## src/sv/text_console_writer_defines.svh

```systemverilog
// Assertion helpers for the text console writer.
`ifndef TEXT_CONSOLE_WRITER_DEFINES_SVH
`define TEXT_CONSOLE_WRITER_DEFINES_SVH

// Same-cycle check, sampled on clk, off while rst is high.
`define TCW_ASSERT_NOW(lbl, ante, cons, msg) \
  lbl: assert property (@(posedge clk) disable iff (rst) (ante) |-> (cons)) \
    else $error(msg);

// Next-cycle check, sampled on clk, off while rst is high.
`define TCW_ASSERT_NEXT(lbl, ante, cons, msg) \
  lbl: assert property (@(posedge clk) disable iff (rst) (ante) |=> (cons)) \
    else $error(msg);

`endif

```

## src/sv/tcw_pkg.sv

```systemverilog
`default_nettype none

package tcw_pkg;

  localparam int COLUMNS    = 80;
  localparam int ROWS       = 25;
  localparam int CELL_COUNT = COLUMNS * ROWS;

  localparam int COL_W  = $clog2(COLUMNS);
  localparam int ROW_W  = $clog2(ROWS);
  localparam int ADDR_W = $clog2(CELL_COUNT);
  localparam int SUM_W  = ADDR_W + 1;

  // field widths
  localparam int KIND_W = 2;
  localparam int BYTE_W = 8;
  localparam int IDX_W  = 11;
  localparam int POS_W  = 11;
  localparam int CELL_W = 16;

  // configuration port
  localparam int PADDR_W = 3;
  localparam int PDATA_W = 32;
  localparam logic REG_BLANK_ATTR = 1'b0;  // register index, paddr[2]

  // request kinds
  localparam logic [KIND_W-1:0] KIND_PUT   = 2'd0;
  localparam logic [KIND_W-1:0] KIND_READ  = 2'd1;
  localparam logic [KIND_W-1:0] KIND_CLEAR = 2'd2;

  // character codes
  localparam logic [BYTE_W-1:0] CH_BS    = 8'h08;
  localparam logic [BYTE_W-1:0] CH_LF    = 8'h0A;
  localparam logic [BYTE_W-1:0] CH_CR    = 8'h0D;
  localparam logic [BYTE_W-1:0] CH_SPACE = 8'h20;

  localparam logic [BYTE_W-1:0] RESET_ATTR = 8'h07;

  typedef enum logic [2:0] {
    ST_INIT,
    ST_IDLE,
    ST_EXEC,
    ST_RDATA,
    ST_FILL,
    ST_DONE
  } tcw_state_t;

endpackage

`default_nettype wire

```

## src/sv/tcw_apb_regs.sv

```systemverilog
`default_nettype none

module tcw_apb_regs (
  input  wire logic                        clk,
  input  wire logic                        rst,
  input  wire logic                        psel,
  input  wire logic                        penable,
  input  wire logic                        pwrite,
  input  wire logic [tcw_pkg::PADDR_W-1:0] paddr,
  input  wire logic [tcw_pkg::PDATA_W-1:0] pwdata,
  output logic      [tcw_pkg::PDATA_W-1:0] prdata,
  output logic                             pready,
  output logic      [tcw_pkg::BYTE_W-1:0]  blank_attribute
);
  import tcw_pkg::*;

  logic reg_hit;
  logic wr_en;

  assign pready  = 1'b1;
  assign reg_hit = (paddr[2] == REG_BLANK_ATTR);
  assign wr_en   = psel && penable && pwrite && pready && reg_hit;

  always_ff @(posedge clk) begin
    if (rst) begin
      blank_attribute <= RESET_ATTR;
    end else if (wr_en) begin
      blank_attribute <= pwdata[BYTE_W-1:0];
    end
  end

  assign prdata = reg_hit ? PDATA_W'(blank_attribute) : '0;

endmodule

`default_nettype wire
```

## config.mk

```make
export PLATFORM = sky130hd
export DESIGN_NAME = tcw_apb_regs
export DESIGN_NICKNAME = d
export VERILOG_FILES = /design/src/sv/text_console_writer_defines.svh /design/src/sv/tcw_pkg.sv /design/src/sv/tcw_apb_regs.sv
export SDC_FILE = /design/constraint.sdc
export NUM_CORES = 1
export LEC_CHECK = 0
export BUFFER_PORTS_ARGS = -buffer_cell sky130_fd_sc_hd__clkbuf_2
export CAP_MARGIN = 20
export CORE_MARGIN = 8
export CORE_UTILIZATION = 33
export CTS_CLUSTER_SIZE = 10
export DETAILED_ROUTE_END_ITERATION = 16
export PLACE_DENSITY_LB_ADDON = 0.05
export SLEW_MARGIN = 0
export SYNTH_ARGS = -nofsm -noshare
export SYNTH_HDL_FRONTEND = slang
export SYNTH_SLANG_ARGS = --single-unit
```

## constraint.sdc

```tcl
create_clock -name clk -period 1.1 [get_ports clk]
set_input_delay 0.11 -clock clk [delete_from_list [all_inputs] [get_ports clk]]
set_output_delay 0.11 -clock clk [all_outputs]
set_load 0.01 [all_outputs]
```

==> impl_metrics.py <==
metrics = {
    "global_route": {
        "gr-total-overflow": 0,
        "grt_pass1_wl_um": 2020,
        "grt_max_degree": 17,
        "grt_pass1_vias": 437,
        "grt_usage_pct": 7.59,
        "antenna_found_initial": 0,
    },
    "timing": {
        "min_period_ns": 0.995,
        "layout_setup_ws_ns": 0.105,
        "setup_violations": 0,
        "slew_viol_final": 0,
        "final_hold_viol_count": 0,
        "fin_worst_skew_ns": 0,
        "rsz0062_at_grt": "no",
        "tns_ns": 0,
        "max_freq_mhz": 1000,
        "finalCritPeriodShare_pct": 90.5,
    },
    "routing": {
        "initialDrtViolationCount": 4,
        "wl_per_cell_um": 11.3,
        "via_per_inst": 3.76,
        "via_count": 470,
        "drt_wl_total_um": 1410,
        "drc": 0,
        "ant_nets": 0,
        "drt-pass1-iter-count": 2,
    },
    "power_and_ir_drop": {
        "peakVddDrop_mv": 0.483,
        "leakagePower_nw": 0.389,
        "powerDensity_nw_per_um2": 911,
    },
    "clock_tree": {
        "insertion_delay_ns": 0.25,
        "cts-root-buf": "clkbuf_4",
        "cts.reportedPaths.clkPinSlew_ns": 0.05,
        "clock_sinks": 8,
        "cts_hold_buf": 0,
        "cts.path.max_buffers": 2,
        "cts_max_level": 1,
        "cts_buffers": 3,
        "cts_resized": 0,
        "postCtsSetupBuffers": 0,
        "cts_tree": "yes",
    },
    "synthesis": {
        "yosysTopAreaCellShare_pct": 30.5,
        "synthTopCellsByArea": "buf_4 30%, dfxtp_1 26%, mux2i_1 13%",
        "syn_area_per_cell_um2": 8.79,
        "yosysWarnings": 0,
        "postSynthCellCount": 70,
        "synth_area_leader_cell": "buf_4",
        "synth_cell_types": 10,
        "syn_area_um2": 616,
        "synth_seq_cells": 8,
        "ys_seq_area_share_pct": 26.0,
    },
    "cells_and_area": {
        "area_delta_synth_final_pct": 17.9,
        "finalNonFillerCells": 125,
        "num-nets-final": 142,
        "fin_area_um2": 726,
        "final_cell_mix": "29 x clkbuf_2, 25 x conb_1, 10 x nand2b_1",
        "largest_reg_flops": 8,
        "antenna_cells": 0,
        "drive_gt1_share_pct": 42.0,
        "final_core_util_pct": 41.6,
        "largest-register": "blank_attribute",
        "reg_top3": "blank_attribute: 8 flops",
        "final_common_cell": "clkbuf_2",
    },
    "floorplan": {
        "die_y_um": 59.2,
        "die_width_um": 59.2,
        "die_area_um2": 3500,
        "start_util_pct": 35.3,
        "core_um2": 1750,
        "rows": 15,
        "io_pins": 81,
    },
    "flow_run": {
        "max-cap-violations": 0,
    },
    "placed_design": {
        "placed_area_um2": 703,
        "numPlacedInstances": 122,
        "hpwl_um": 1190,
        "gp_congestion": 0.644,
        "place_ws_ns": 0.177,
        "io_buffer_count": 29,
    },
    "status": {
        "status": "completed",
    },
    "setup_path": {
        "worst_ep_required_time_ns": 0.99,
        "end_kind": "output pin",
        "cp_max_fo": 3,
        "r2r_start": "blank_attribute[1]",
        "critPathLaunchType": "flip-flop",
        "r2r_cells": 2,
        "worstSetupPathType": "reg2out",
        "cp.arrival_ns": 0.89,
        "startpoint": "blank_attribute[5]",
        "regToRegSetupSlack_ns": 0.50,
    },
    "hold_path": {
        "hold-path-cell-count": 3,
        "min_from": "pwdata[5]",
        "worst_hold_path_type": "in2reg",
    },
}
## through the flow
stage	hold WS (ns)	power, W
after floorplan	0.265	0.000458
after global placement	0.359	0.000444
after detailed placement	0.363	0.000444
after CTS	0.0899	0.000676
after global routing	0.0911	0.000708
final	0.0970	0.000661
## Yosys cell counts (all sizes together)
cell type and number:
and2b 8, and4b 1, buf 26, clkbuf 1, conb 2, dfxtp 8
mux2i 8, nand2b 10, nor2 6
## final cells by class
type,count,area (um2)
fillers,195,1020
multi-input cells,58,339
repair buffers,31,173
flip-flops and latches,8,160
well taps,25,31.3
clock buffers,3,22.5
## critical path, cell delays in order, from the launching register on
cell      delay (ns)
dfxtp_1         0.32
and2b_2         0.19
clkbuf_2        0.12
## path summary, 6_finish.rpt
path,endpoint
hold / removal,blank_attribute[5]
hold reg to reg,blank_attribute[7]
setup / recovery,prdata[5]
setup reg to reg,blank_attribute[1]
## logic make-up (layout without fill, tap and decap cells)
group / count (synthesis) / after routing / share of synthesized area, %
flip-flops: 8 / 8 / 26.0
AND/OR/NAND/NOR: 25 / 25 / 26.8
multiplexers: 8 / 8 / 13.0
buffers and inverters: 27 / 34 / 32.9
other: 2 / 25 / 1.22
## where the power goes
part	switching (W)	total, W	internal (W)
logic	0.0000827	0.000138	0.0000558
registers	0.00000453	0.000301	0.000297
clock network	0.0000972	0.000222	0.000125
total	0.000184	0.000661	0.000477
## per-layer routing
| layer | track usage [%] | share of wire (%) | vias to the layer above |
|---|---|---|---|
| li1 | - | - | 227 |
| met3 | 5.42 | 15 | 2 |
| met2 | 12.0 | 44 | 37 |
| met1 | 7.81 | 39 | 204 |
| met5 | 0 | 0 | - |
| met4 | 2.05 | 0.71 | 0 |
Power figures use the tool's default switching activity.
